--- src/rtl/oaat_pkg.sv ---
// Shared types, codes and constants of the open addressing attribute table.
package oaat_pkg;

  localparam int CAPACITY_DEF    = 64;
  localparam int SMALL_LIMIT_DEF = 8;
  localparam int KEY_WIDTH_DEF   = 32;
  localparam int VALUE_WIDTH_DEF = 64;

  localparam int CMD_W     = 2;
  localparam int KEY_FW    = 32;
  localparam int HASH_W    = 32;
  localparam int VALUE_FW  = 64;
  localparam int STATUS_W  = 3;
  localparam int COUNT_W   = 7;
  localparam int LEN_CFG_W = 7;

  localparam logic [LEN_CFG_W-1:0] LEN_RESET = 7'd64;

  typedef enum logic [CMD_W-1:0] {
    CMD_FIND   = 2'd0,
    CMD_PUT    = 2'd1,
    CMD_REMOVE = 2'd2
  } cmd_t;

  typedef enum logic [1:0] {
    MARK_FREE = 2'd0,
    MARK_LIVE = 2'd1,
    MARK_TOMB = 2'd2
  } mark_t;

  typedef enum logic [STATUS_W-1:0] {
    ST_HIT      = 3'd0,
    ST_INSERTED = 3'd1,
    ST_MISS     = 3'd2,
    ST_FULL     = 3'd3,
    ST_INVALID  = 3'd4
  } status_t;

  typedef enum logic [2:0] {
    S_CLEAR,
    S_IDLE,
    S_MOD,
    S_PROBE,
    S_FINISH
  } state_t;

  typedef struct packed {
    logic [CMD_W-1:0]    command;
    logic [KEY_FW-1:0]   key;
    logic [HASH_W-1:0]   key_hash;
    logic [VALUE_FW-1:0] value;
  } in_req_t;

  typedef struct packed {
    status_t              status;
    logic [VALUE_FW-1:0]  found_value;
    logic [COUNT_W-1:0]   entries_held;
  } out_rsp_t;

endpackage

--- src/rtl/oaat_mod.sv ---
// Bit-serial remainder of the key hash by the table length.
module oaat_mod #(
  parameter int LEN_W = 7
) (
  input  logic                       clk,
  input  logic                       rst_n,
  input  logic                       start,
  input  logic [oaat_pkg::HASH_W-1:0] dividend,
  input  logic [LEN_W-1:0]           divisor,
  output logic                       done,
  output logic [LEN_W-1:0]           remainder
);

  localparam int BC_W = $clog2(oaat_pkg::HASH_W);

  logic                        busy_r, busy_nxt;
  logic                        done_r, done_nxt;
  logic [BC_W-1:0]             bit_cnt_r, bit_cnt_nxt;
  logic [oaat_pkg::HASH_W-1:0] shift_r, shift_nxt;
  logic [LEN_W-1:0]            rem_r, rem_nxt;
  logic [LEN_W-1:0]            div_r, div_nxt;
  logic [LEN_W:0]              trial;
  logic [LEN_W:0]              rem_step;

  // one restoring step: bring in the next hash bit, subtract if it fits
  assign trial    = {rem_r, shift_r[oaat_pkg::HASH_W-1]};
  assign rem_step = (trial >= {1'b0, div_r}) ? (trial - {1'b0, div_r}) : trial;

  always_comb begin
    busy_nxt    = busy_r;
    done_nxt    = 1'b0;
    bit_cnt_nxt = bit_cnt_r;
    shift_nxt   = shift_r;
    rem_nxt     = rem_r;
    div_nxt     = div_r;
    if (start) begin
      busy_nxt    = 1'b1;
      bit_cnt_nxt = '0;
      shift_nxt   = dividend;
      rem_nxt     = '0;
      div_nxt     = divisor;
    end else if (busy_r) begin
      rem_nxt     = rem_step[LEN_W-1:0];
      shift_nxt   = {shift_r[oaat_pkg::HASH_W-2:0], 1'b0};
      bit_cnt_nxt = bit_cnt_r + BC_W'(1);
      if (bit_cnt_r == BC_W'(oaat_pkg::HASH_W - 1)) begin
        busy_nxt = 1'b0;
        done_nxt = 1'b1;
      end
    end
  end

  always_ff @(posedge clk) begin
    if (!rst_n) begin
      busy_r <= 1'b0;
      done_r <= 1'b0;
    end else begin
      busy_r <= busy_nxt;
      done_r <= done_nxt;
    end
    bit_cnt_r <= bit_cnt_nxt;
    shift_r   <= shift_nxt;
    rem_r     <= rem_nxt;
    div_r     <= div_nxt;
  end

  assign done      = done_r;
  assign remainder = rem_r;

endmodule

--- config.mk ---
export PLATFORM = sky130hd
export DESIGN_NAME = oaat_mod
export DESIGN_NICKNAME = d
export VERILOG_FILES = /design/src/rtl/oaat_pkg.sv /design/src/rtl/oaat_mod.sv
export SDC_FILE = /design/constraint.sdc
export NUM_CORES = 1
export LEC_CHECK = 0
export BUFFER_PORTS_ARGS = -buffer_cell sky130_fd_sc_hd__clkbuf_2
export CORE_UTILIZATION = 47
export CTS_BUF_LIST = sky130_fd_sc_hd__clkbuf_2 sky130_fd_sc_hd__clkbuf_4 sky130_fd_sc_hd__clkbuf_8
export DETAILED_ROUTE_END_ITERATION = 7
export PLACE_DENSITY = 0.7
export SLEW_MARGIN = 10
export SYNTH_ARGS = -nofsm -noshare
export SYNTH_HDL_FRONTEND = slang
export SYNTH_SLANG_ARGS = --single-unit
--- constraint.sdc ---
create_clock -name clk -period 2.2 [get_ports clk]
set_clock_uncertainty 0.05 [all_clocks]
set_input_delay 0.33 -clock clk [delete_from_list [all_inputs] [get_ports clk]]
set_output_delay 0.33 -clock clk [all_outputs]
set_load 0.03 [all_outputs]
==> results_dict.tcl <==
set metrics [dict create \
    min_period_ns 2.07 \
    layout_commonest_cell "clkbuf_2" \
    synth_top_area_share_pct 45.1 \
    cts_root_buffer "clkbuf_8" \
    placed_cell_area_mm2 0.00292 \
    worst_pin_slew_ns 0.356 \
    status "complete, no violations" \
    fmax_mhz 483 \
    die_w_um 76.4 \
    grt_overflow 0 \
    final_area_mm2 0.00303 \
    synthToLayoutAreaGrowth_pct 16.7 \
    grt_max_degree 28 \
    cts_buffers 5 \
    grt_usage_pct 16.2 \
    syn-cell-area_mm2 0.00260 \
    dpl.hpwl_um 3230 \
    cts_num_sinks 53 \
    synthArstFlopShare_pct 0 \
    maxSlewViolCount 0 \
    critPathTopFamily "simple AND/OR/NAND/NOR gates" \
    die_h_um 76.4 \
    setup-tns-final_ns 0 \
    drtIter0Drc 111 \
    synthTopCellsByArea "edfxtp_1 45%, mux2_2 13%, dfxtp_1 11%" \
    critPathMaxStageDelay_ns 0.48 \
    ys_ff_latch 53 \
    path_buf_inv 2 \
    ys.flop_type "edfxtp_1" \
    synthSimpleGateAreaFrac_pct 11.1 \
    grt_pass1_vias 1643 \
    num_rows 26 \
    dr_total_vias 1683 \
    path_clk_slew_ns 0.09 \
    gp_congestion 0.819 \
    die-area_mm2 0.00583 \
    layout-drive-gt1-share_pct 40.5 \
    antenna_cells 0 \
    finalHoldViolations 0 \
    yosysTopAreaCell "edfxtp_1" \
    first_pass_iters 4 \
    rsz0062_at_grt "no" \
    ys_seq_area_share_pct 55.8 \
    ios 50 \
    leakage_nw 1.23 \
    setup_viol_count_final 0 \
    crit_top_cell "inv_1" \
    avgSynthCellArea_um2 13.0 \
    end_kind "flip-flop" \
    ir_drop_mv 0.458 \
    cp.arrival_ns 2.23 \
    ctsHtreeMaxLevel 2 \
    cp_cell_sequence "inv_1, ha_1, inv_1, fa_1, nand3_1, a31oi_1, or4_1, o311ai_1" \
    synth_cell_types 46 \
    synth_cells 200 \
    antenna_found_initial 0 \
    clk_latency_ns 0.30 \
    numPortBuffers 49 \
    nNetsFinal 303 \
    synth_top_family_by_area "multiplexers" \
    start_kind "flip-flop" \
    synthAdderAreaFrac_pct 5.10 \
    power_density_mw_per_mm2 722 \
    routed_wl_um 4390 \
    synth_compound_area_share_pct 7.94 \
    worstSetupPathType "reg2reg" \
    max-slew-margin-rel_pct 76.2 \
    start_util_pct 49.9 \
    wl_per_cell_um 13.6 \
    crit_slowest_cell "or4_1" \
    required_ns 2.36 \
    vias_per_cell 5.23 \
    drc 0 \
    grt_pass1_wl_um 7380 \
    detail-route-antenna-nets 0 \
    synth_edf_count 39 \
    final_cell_mix "49 x clkbuf_2, 39 x edfxtp_1, 31 x mux2_2" \
    synth_xor_area_share_pct 2.02 \
    min-delay-path-class "in2reg" \
    muxShareOfSynthArea_pct 14.2 \
    cap_viol_max_count 0 \
    cts_resized 0 \
    clk_path_buf_depth 2 \
    core_area_mm2 0.00520 \
    cp_max_fo 4 \
    fin_util_pct 58.3 \
    cts_setup_buffers 0 \
    cts_tree "built" \
    period_share_pct 94.1 \
    design_power_total_w 0.00219 \
    ys_warn_count 0 \
    holdWs_ns 0.151 \
    ctsHoldBuffers 0 \
    postSynthNetCount 252 \
]
## registers in the layout, summed over array words and instances, names as in the netlist
name and flops:
bit_cnt_r 5, busy_r 1, div_r 7, done 1, remainder 7, shift_r 32
## metrics by stage
stage                     std cells  worst slack [ns]
after floorplan                 200             0.269
after detailed placement        314             0.154
after global routing            322           0.00846
final                           322             0.129
after CTS                       322             0.135
after global placement          314             0.212
## synth_stat cells, drive strengths merged (3+ instances only)
cell type	number
clkbuf	3
nor2	12
nand3	4
xnor2	4
a211oi	3
a31oi	5
inv	10
edfxtp	39
ha	9
mux2	31
and3	3
nor3b	7
nand2	8
nor2b	4
buf	7
dfxtp	14
o21ai	5
## report_power, final
group | internal, W | switching, W
Combinational | 0.000163 | 0.000161
Sequential | 0.00117 | 0.0000337
Clock | 0.000341 | 0.000317
## logic make-up (layout without fill, tap and decap cells)
family | after synthesis | in the layout
compound gates | 27 | 27
simple gates | 51 | 51
flops | 53 | 53
xor+xnor | 6 | 6
buf+inv | 20 | 72
fa+ha+maj | 10 | 10
mux | 33 | 33
## layer usage
layer	vias to the layer above	global-route usage (%)	part of all wire, %
li1	848	-	-
met1	787	22.4	47
met2	36	24.6	47
met3	12	3.11	3.7
met4	0	7.50	2.3
met5	-	0	0
## cell type report
cell class	count	area (um^2)
flip-flops and latches	53	1450
clock inverters	3	43.8
clock buffers	5	68.8
inverters	10	37.5
multi-input cells	127	1050
well taps	70	87.6
fillers	448	2170
repair buffers	54	295
## final timing paths
kind	from	endpoint	slack (ns)	cells after the start
worst max-delay path	shift_r[31]	remainder[2]	0.13	8
worst min-delay path	divisor[5]	div_r[5]	0.15	1
worst min register to register	bit_cnt_r[3]	bit_cnt_r[3]	0.47	2
worst max register to register	shift_r[31]	remainder[2]	0.13	8
(Power assumes the default switching activity.)
