$ cat src/rtl/oaat_ram.sv
// Generic single-write, single-read RAM with registered read data.
module oaat_ram #(
  parameter int WIDTH = 8,
  parameter int DEPTH = 64
) (
  input  logic                                    clk,
  input  logic                                    we,
  input  logic [((DEPTH > 1) ? $clog2(DEPTH) : 1)-1:0] waddr,
  input  logic [WIDTH-1:0]                        wdata,
  input  logic                                    re,
  input  logic [((DEPTH > 1) ? $clog2(DEPTH) : 1)-1:0] raddr,
  output logic [WIDTH-1:0]                        rdata
);

  logic [WIDTH-1:0] mem_r [DEPTH];
  logic [WIDTH-1:0] rdata_r;

  always_ff @(posedge clk) begin
    if (we) begin
      mem_r[waddr] <= wdata;
    end
    if (re) begin
      rdata_r <= mem_r[raddr];
    end
  end

  assign rdata = rdata_r;

endmodule

$ cat config.mk
export PLATFORM = sky130hd
export DESIGN_NAME = oaat_ram
export DESIGN_NICKNAME = d
export VERILOG_FILES = /design/src/rtl/oaat_ram.sv
export SDC_FILE = /design/constraint.sdc
export NUM_CORES = 1
export LEC_CHECK = 0
export BUFFER_PORTS_ARGS = -buffer_cell sky130_fd_sc_hd__buf_2
export CAP_MARGIN = 15
export CORE_MARGIN = 5
export CORE_UTILIZATION = 44
export DETAILED_ROUTE_END_ITERATION = 16
export GPL_ROUTABILITY_DRIVEN = 0
export SKIP_CTS_REPAIR_TIMING = 1
export SYNTH_ARGS = -nofsm -noshare
export SYNTH_HDL_FRONTEND = slang
export SYNTH_SLANG_ARGS = --single-unit
$ cat constraint.sdc
create_clock -name clk -period 4.2 [get_ports clk]
set_input_delay 0.21 -clock clk [delete_from_list [all_inputs] [get_ports clk]]
set_output_delay 0.21 -clock clk [all_outputs]
set_load 0.01 [all_outputs]
==> impl_metrics.csv, run 1 <==
group,metric,value,unit
run_status,outcome,"complete, no violations",
clock_tree,htree_levels,2,
setup_path,cp_max_fo,1,
finish,drive_above_1_share,25.84,%
clock_tree,clock_latency,600,ps
sta,slew_headroom,8.740,%
sta,finalHoldViolCount,0,
synth,yosysTopAreaCellShare,77.12,%
pwr,worst_ir_drop_vdd,0.2625,mV
global_route,grt_max_degree,65,
sta,fin_crit,2541,ps
worst_hold_path,hp-class,"in -> reg",
route,drtAntennaViolNets,0,
global_route,grt_pass1_wl,66850,µm
clock_tree,cts_root_buf,"clkbuf_16",
sta,fin_ws,1659,ps
route,first_iter_violations,1229,
finish,final_util,50.01,%
pwr,clkPwrFrac,42.0,%
finish,regArea,15620,µm²
synth,seq_area_frac_synth,77.12,%
route,drtPass1Iterations,5,
synth,synth_cell_types,39,
floorplan,dieArea,50400,µm²
global_route,antenna_found_initial,4,
pwr,p_int,8.627,mW
sta,tns,0,ps
global_route,grt-ovfl-total,0,
sta,fin_hold_ws,35.17,ps
finish,nNetsFinal,1022,
global_route,grt_pass1_vias,9606,
clock_tree,cts_tree,"built",
synth,yosys_warnings,0,
sta,setup_viol,0,
pwr,p_switching,2.232,mW
route,viasPerCell,5.842,
pwr,powerDensity,477.4,nW/µm²
placed_design,place_ws,1129,ps
synth,synth-seq-cells,520,
synth,synthTopCellsByArea,"edfxtp_1, mux4_2, nor2_1",
clock_tree,path_clk_slew,60,ps
finish,nFillCells,3684,
route,routedWlPerCell,27.48,µm
synth,synthesis.area,20250,µm²
placed_design,io_buffers,30,
synth,syn-num-nets,963,
pwr,power.total,10.86,mW
floorplan,chipHeight,224.5,µm
setup_path,cp_cell_sequence,"mux4_2 -> nor2b_1 -> a2111oi_0 -> o41ai_1",
finish,n_antenna_cell,0,
setup_path,cp.required,4490,ps
route,vias,9564,
sta,drv_slew,0,
setup_path,startpoint_type,"flip-flop",
finish,final_common_cell,"edfxtp_1",
route,routed_wl,44980,µm
floorplan,io_pins,31,
pwr,seqPwrFrac,53.1,%
floorplan,rows,78,
setup_path,max_stage_delay,1130,ps
clock_tree,cts.sinks,520,
floorplan,start_util,44.52,%
synth,netlist_instances,940,
clock_tree,cts_inserted_buffers,53,
job,drv_cap,0,
pwr,total_leakage_power,7.046,nW
synth,synth_area_leader_cell,"edfxtp_1",
setup_path,cp_slowest_cell,"a2111oi_0",
floorplan,core_area,45480,µm²
pwr,p_sw_share,20.56,%
placed_design,hpwl,27100,µm
setup_path,cp.arrival,2830,ps
finish,final_cell_mix,"edfxtp_1, mux4_2, nor2_1",
clock_tree,clock_path_buffers,3,
finish,multi_input_area,4315,µm²
global_route,grt_use_total,18.06,%
sta,fmax,393.5,MHz
synth,syn_avg_cell_area,21.54,µm²
sta,fin_crit_sh,60.51,%
sta,rsz0062_at_grt,"no",
pwr,p_comb_share,4.9,%
setup_path,end_kind,"flip-flop",
sta,fin_skew,14.93,ps
sta,tightest_slew,1334,ps
setup_path,path_class,"reg -> reg",
floorplan,die_width,224.5,µm
route,drcViolationCount,0,
finish,area_delta_synth_final,12.33,%
path summary, 6_finish.rpt:
path                startpoint           end  slack, ps  depth (start not counted)
setup reg to reg   mem_r[0][3]      rdata[3]       1660                          4
setup / recovery   mem_r[0][3]      rdata[3]       1660                          4
hold reg to reg   mem_r[22][2]      rdata[2]        900                          4
hold / removal        wdata[3]  mem_r[53][3]         40                          1
metal layers:
metal	GRT usage (%)	vias to the layer above	wire length, µm
met1	26.50	5056	19460
met2	27.41	362	20980
met5	0	-	59
met4	5.795	8	1293
met3	3.994	86	3189
li1	-	4052	-
sequential cells by signal, summed over array words and instances, names as in the netlist:
name / cells
mem_r: 512
rdata: 8
Yosys cell counts:
library cell / n
a2111oi_0: 2
a211oi_1: 4
a21oi_1: 3
a221oi_1: 6
a22oi_1: 3
a31oi_1: 1
and2_1: 1
buf_1: 4
buf_12: 2
buf_2: 11
buf_4: 13
buf_6: 4
clkbuf_1: 17
edfxtp_1: 520
mux2_2: 13
mux2i_1: 23
mux4_2: 126
nand2_1: 19
nand2b_1: 7
nand3_1: 13
nand3b_1: 3
nand4_1: 2
nand4b_1: 1
nor2_1: 83
nor2b_1: 14
nor3_1: 7
nor4_1: 2
o2111ai_1: 3
o21a_1: 2
o21ai_0: 2
o21ai_1: 2
o221a_2: 2
o221ai_1: 8
o22ai_1: 8
o2bb2ai_1: 3
o311ai_1: 1
o32ai_1: 2
o41ai_1: 2
or3_1: 1
critical path, delay by kind of cell (launching register included):
| kind | cells | cell delay, ps |
|---|---|---|
| simple gates | 1 | 140 |
| flops | 1 | 360 |
| mux | 1 | 470 |
| compound gates | 2 | 1280 |
cells by family (layout without fill, tap and decap cells):
group | Yosys count | count (layout) | share of synthesized area (%)
compound gates | 54 | 54 | 2.064
buf+inv | 51 | 148 | 1.563
flops | 520 | 520 | 77.12
mux | 162 | 162 | 15.88
simple gates | 153 | 153 | 3.374
power groups by stage:
stage	logic (mW)	clock network [mW]	registers, mW
3_3_place_gp	0.525	0	5.88
4_1_cts	0.534	4.65	5.77
3_5_place_dp	0.533	0	5.88
2_1_floorplan	0.306	0	5.88
6_report	0.530	4.56	5.77
5_1_grt	0.569	4.89	5.77
final cells by class:
| class | count | area share, % |
|---|---|---|
| Clock buffer | 64 | 6.013 |
| Timing Repair Buffer | 55 | 1.777 |
| Tap cell | 600 | 3.301 |
| Clock inverter | 29 | 1.282 |
| Multi-Input combinational cell | 369 | 18.97 |
| Sequential cell | 520 | 68.65 |
per-stage QoR:
stage | cell area (µm²) | cells
after global placement | 21040 | 1541
after CTS | 22690 | 1634
after global routing | 22740 | 1637
final | 22740 | 1637
after detailed placement | 21040 | 1541
after floorplan | 20250 | 940
Power figures use the tool's default switching activity.
==> run 2, diff against run 1 <==
Clock period 4.2 ns to 2.25 ns, I/O delays scaled along.
==> impl_metrics.csv, run 2 (synthesized netlist as in run 1, its figures left out) <==
group,metric,value,unit
finish,regMostFlops,"mem_r",
global_route,antenna_found_initial,2,
sta,drv_slew,0,
global_route,grt_pass1_wl,68630,µm
route,drcViolationCount,0,
route,first_iter_violations,1097,
floorplan,dieArea,50400,µm²
pwr,clkPwrFrac,42.5,%
pwr,p_switching,4.189,mW
clock_tree,clock_path_buffers,3,
route,drtAntennaViolNets,0,
setup_path,path_class,"reg -> reg",
floorplan,rows,78,
finish,final_cell_mix,"edfxtp_1, buf_4, mux4_2",
pwr,p_comb_share,5.2,%
floorplan,io_pins,31,
run_status,outcome,"complete, no violations",
sta,fin_crit_sh,93.19,%
finish,largest_reg_flops,512,
worst_hold_path,hold_path_end,"mem_r[21][2]",
floorplan,die_width,224.5,µm
setup_path,startpoint_type,"flip-flop",
clock_tree,cts.sinks,520,
sta,fin_skew,15.74,ps
placed_design,hpwl,29660,µm
clock_tree,cts_root_buf,"clkbuf_16",
placed_design,io_buffers,30,
setup_path,cp_max_fo,1,
sta,tightest_slew,831.8,ps
finish,final_common_cell,"edfxtp_1",
pwr,seqPwrFrac,52.3,%
route,routedWlPerCell,26.45,µm
sta,setup_viol,0,
pwr,total_leakage_power,7.706,nW
worst_hold_path,hp-class,"in -> reg",
floorplan,core_area,45480,µm²
route,drtPass1Iterations,5,
placed_design,placedCellCount,1657,
sta,fmax,476.9,MHz
clock_tree,htree_levels,2,
route,viasPerCell,5.673,
clock_tree,clock_latency,580,ps
sta,slew_headroom,44.54,%
placed_design,placed_cell_area,22020,µm²
setup_path,reg2reg_slack,150,ps
finish,n_antenna_cell,0,
setup_path,end_kind,"flip-flop",
pwr,p_sw_share,20.35,%
clock_tree,cts_inserted_buffers,53,
sta,rsz0062_at_grt,"no",
setup_path,cp_cell_sequence,"mux4_2 -> mux2_2 -> o221a_2 -> nor3_1 -> o32ai_1",
floorplan,start_util,44.52,%
global_route,grt-ovfl-total,0,
finish,finalInstanceArea,23750,µm²
setup_path,cp.required,2570,ps
sta,finalHoldViolCount,0,
clock_tree,cts_tree,"built",
clock_tree,path_clk_slew,60,ps
worst_hold_path,hp-start,"wdata[2]",
global_route,grt_max_degree,65,
global_route,grt_use_total,18.54,%
finish,nNetsFinal,1136,
setup_path,rr_endpoint,"rdata[6]",
setup_path,ff2ff_path_depth,5,
floorplan,chipHeight,224.5,µm
finish,area_delta_synth_final,17.32,%
job,drv_cap,0,
finish,drive_above_1_share,33.62,%
pwr,worst_ir_drop_vdd,0.5230,mV
pwr,p_int,16.40,mW
route,vias,9950,
global_route,grt_pass1_vias,10150,
sta,fin_crit,2097,ps
sta,fin_hold_ws,60.10,ps
setup_path,cp.arrival,2410,ps
finish,final_cells,1754,
route,routed_wl,46390,µm
setup_path,max_stage_delay,470,ps
setup_path,r2r_start,"mem_r[29][6]",
worst_hold_path,hold_depth,2,
setup_path,cp_slowest_cell,"mux4_2",
pwr,powerDensity,866.8,nW/µm²
run 2: cell count changes in the layout (fill, tap and decap cells not counted), sizes merged:
cell and delta:
clkbuf -3, clkinvlp +2, buf +114, inv -2, bufinv +2, clkinv +4
run 2: metrics by stage:
stage	worst slack, ps	TNS (ps)	util, %	power, mW
CTS	166.9	0	52.21	20.79
finish	153.1	0	52.23	20.59
global route	108.5	0	52.23	21.28
detailed placement	-72.44	-157.0	48.42	12.06
floorplan	331.2	0	-	11.54
global placement	-87.24	-205.6	48.42	12.04
run 2: cell type report:
class	instances	area, µm²
well taps	600	750.7
fillers	3605	21720
clock buffers	61	1356
clock inverters	35	369.1
repair buffers	169	1348
multi-input cells	369	4315
flip-flops and latches	520	15620
run 2: critical path: cells and delay by family, from the launching register on:
family           cells  cell delay [ps]
AO/OA/AOI/OAI        2              430
flip-flops           1              350
multiplexers         2              740
AND/OR/NAND/NOR      1              320
run 2: how the worst max path moves through the flow:
| stage | startpoint | endpoint | slack (ps) |
|---|---|---|---|
| floorplan | raddr[1] | rdata[3] | 330 |
| detailed placement | raddr[0] | rdata[5] | -70 |
| global placement | raddr[0] | rdata[6] | -90 |
| CTS | mem_r[29][6] | rdata[6] | 170 |
| finish | mem_r[29][6] | rdata[6] | 150 |
| global route | mem_r[21][6] | rdata[6] | 110 |
run 2: metal layers:
layer	global-route usage, %	wire, µm
met5	0	32
met4	4.753	1084
met3	3.563	3094
met2	29.06	22250
met1	27.27	19930
run 2: power by group through the flow:
stage                     Combinational, mW  Sequential [mW]  Clock [mW]
after global placement                 1.07             11.0           0
after CTS                              1.08             10.8        8.93
after global routing                   1.14             10.8        9.37
final                                  1.06             10.8        8.75
after detailed placement               1.08             11.0           0
after floorplan                       0.572             11.0           0
==> run 3, diff against run 2 <==
Settings changed: CORE_UTILIZATION 44 to 62, PLACE_DENSITY from default to 0.79.
Clock period 2.25 ns to 2.2 ns, I/O delays scaled along.
==> impl_metrics.csv, run 3 (synthesized netlist as in run 1, its figures left out) <==
group,metric,value,unit
worst_hold_path,hp-start,"wdata[4]",
sta,drv_slew,0,
route,drtAntennaViolNets,0,
global_route,grt_use_total,25.83,%
global_route,grt_max_degree,65,
finish,nNetsFinal,1134,
clock_tree,clock_path_buffers,3,
sta,setup_viol,0,
finish,largest_reg_flops,512,
route,routedWlPerCell,28.55,µm
setup_path,cp.arrival,2360,ps
route,drtPass1Iterations,5,
worst_hold_path,hold_depth,1,
sta,fin_skew,12.04,ps
setup_path,r2r_start,"mem_r[29][4]",
global_route,antenna_found_initial,2,
setup_path,path_class,"reg -> reg",
finish,finalInstanceArea,23410,µm²
clock_tree,path_clk_slew,70,ps
floorplan,die_width,190.7,µm
sta,slew_headroom,19.17,%
floorplan,core_area,32370,µm²
setup_path,rr_endpoint,"rdata[4]",
route,routed_wl,45480,µm
clock_tree,cts_tree,"built",
run_status,outcome,"complete, no violations",
setup_path,end_kind,"flip-flop",
placed_design,hpwl,28120,µm
placed_design,placed_cell_area,21830,µm²
clock_tree,cts_root_buf,"clkbuf_16",
sta,tns,0,ps
global_route,grt_pass1_wl,68650,µm
finish,final_util,72.31,%
setup_path,reg2reg_slack,120,ps
pwr,worst_ir_drop_vdd,0.6983,mV
sta,tightest_slew,1212,ps
sta,fin_crit_sh,94.58,%
setup_path,ff2ff_path_depth,5,
route,vias,10510,
global_route,grt-ovfl-total,0,
sta,fmax,480.6,MHz
pwr,powerDensity,861.4,nW/µm²
floorplan,rows,66,
global_route,grt_pass1_vias,10680,
finish,final_common_cell,"edfxtp_1",
clock_tree,clock_latency,550,ps
clock_tree,htree_levels,2,
floorplan,dieArea,36370,µm²
floorplan,chipHeight,190.7,µm
sta,finalHoldViolCount,0,
floorplan,start_util,62.55,%
floorplan,io_pins,31,
route,viasPerCell,6.599,
finish,n_antenna_cell,0,
job,drv_cap,0,
clock_tree,cts_inserted_buffers,49,
finish,area_delta_synth_final,15.61,%
pwr,total_leakage_power,7.621,nW
sta,fin_crit,2081,ps
worst_hold_path,hold_path_end,"mem_r[34][4]",
setup_path,cp.required,2480,ps
placed_design,io_buffers,30,
finish,final_cell_mix,"edfxtp_1, buf_4, mux4_2",
worst_hold_path,hp-class,"in -> reg",
sta,rsz0062_at_grt,"no",
setup_path,cp_max_fo,1,
route,first_iter_violations,1355,
clock_tree,cts.sinks,520,
finish,drive_above_1_share,32.58,%
finish,regMostFlops,"mem_r",
route,drcViolationCount,0,
setup_path,startpoint_type,"flip-flop",
==> run 3: cell types whose count changed in the layout (fill, tap and decap cells not counted), moves of 4 or more <==
cell and change:
clkinv_2 -7, bufinv_16 -5, clkbuf_1 +4, clkinv_1 +5
==> run 3: how the worst max path moves through the flow <==
stage	start	endpoint	slack, ps	cells after the start
finish	mem_r[29][4]	rdata[4]	120	5
global route	mem_r[3][5]	rdata[5]	40	5
global placement	raddr[0]	rdata[7]	-120	7
detailed placement	raddr[0]	rdata[7]	-110	7
CTS	mem_r[29][4]	rdata[4]	6	5
floorplan	raddr[1]	rdata[3]	280	7
==> run 3: stage by stage <==
| step | std cells | worst slack [ps] | hold WS, ps | power [mW] |
|---|---|---|---|---|
| floorplan | 940 | 283.7 | 208.9 | 11.80 |
| CTS | 1589 | 6.484 | -176.4 | 20.20 |
| finish | 1593 | 119.3 | 69.58 | 20.16 |
| global route | 1593 | 37.74 | 87.64 | 20.76 |
| global placement | 1498 | -120.0 | 403.2 | 12.28 |
| detailed placement | 1498 | -105.3 | 399.1 | 12.32 |
==> run 3: where the power goes <==
part           switching (mW)  internal (mW)  leakage [nW]
logic                   0.652          0.468          2.19
clock network            3.45           4.58         0.751
registers              0.0256           11.0          4.69
total                    4.12           16.0          7.62
==> run 3: final cells by class <==
cell class / count / area [µm²]
clock inverter: 28 / 205.2
clock buffer: 63 / 1321
tap: 442 / 553.0
sequential: 520 / 15620
fill: 1816 / 8964
timing repair buffer: 171 / 1393
multi-input combinational: 369 / 4320
==> run 3: critical path, stage by stage (launching register included) <==
cell	delay, ps
edfxtp_1	370
mux4_2	460
mux2_2	270
o221a_2	280
nor3_2	280
o32ai_1	150
==> run 3: metal layers <==
layer | vias up | wire length (µm) | GRT usage (%)
li1 | 4285 | - | -
met1 | 5466 | 17070 | 37.73
met2 | 645 | 22240 | 40.36
met3 | 112 | 4742 | 5.840
met4 | 4 | 1396 | 7.486
met5 | - | 27 | 0
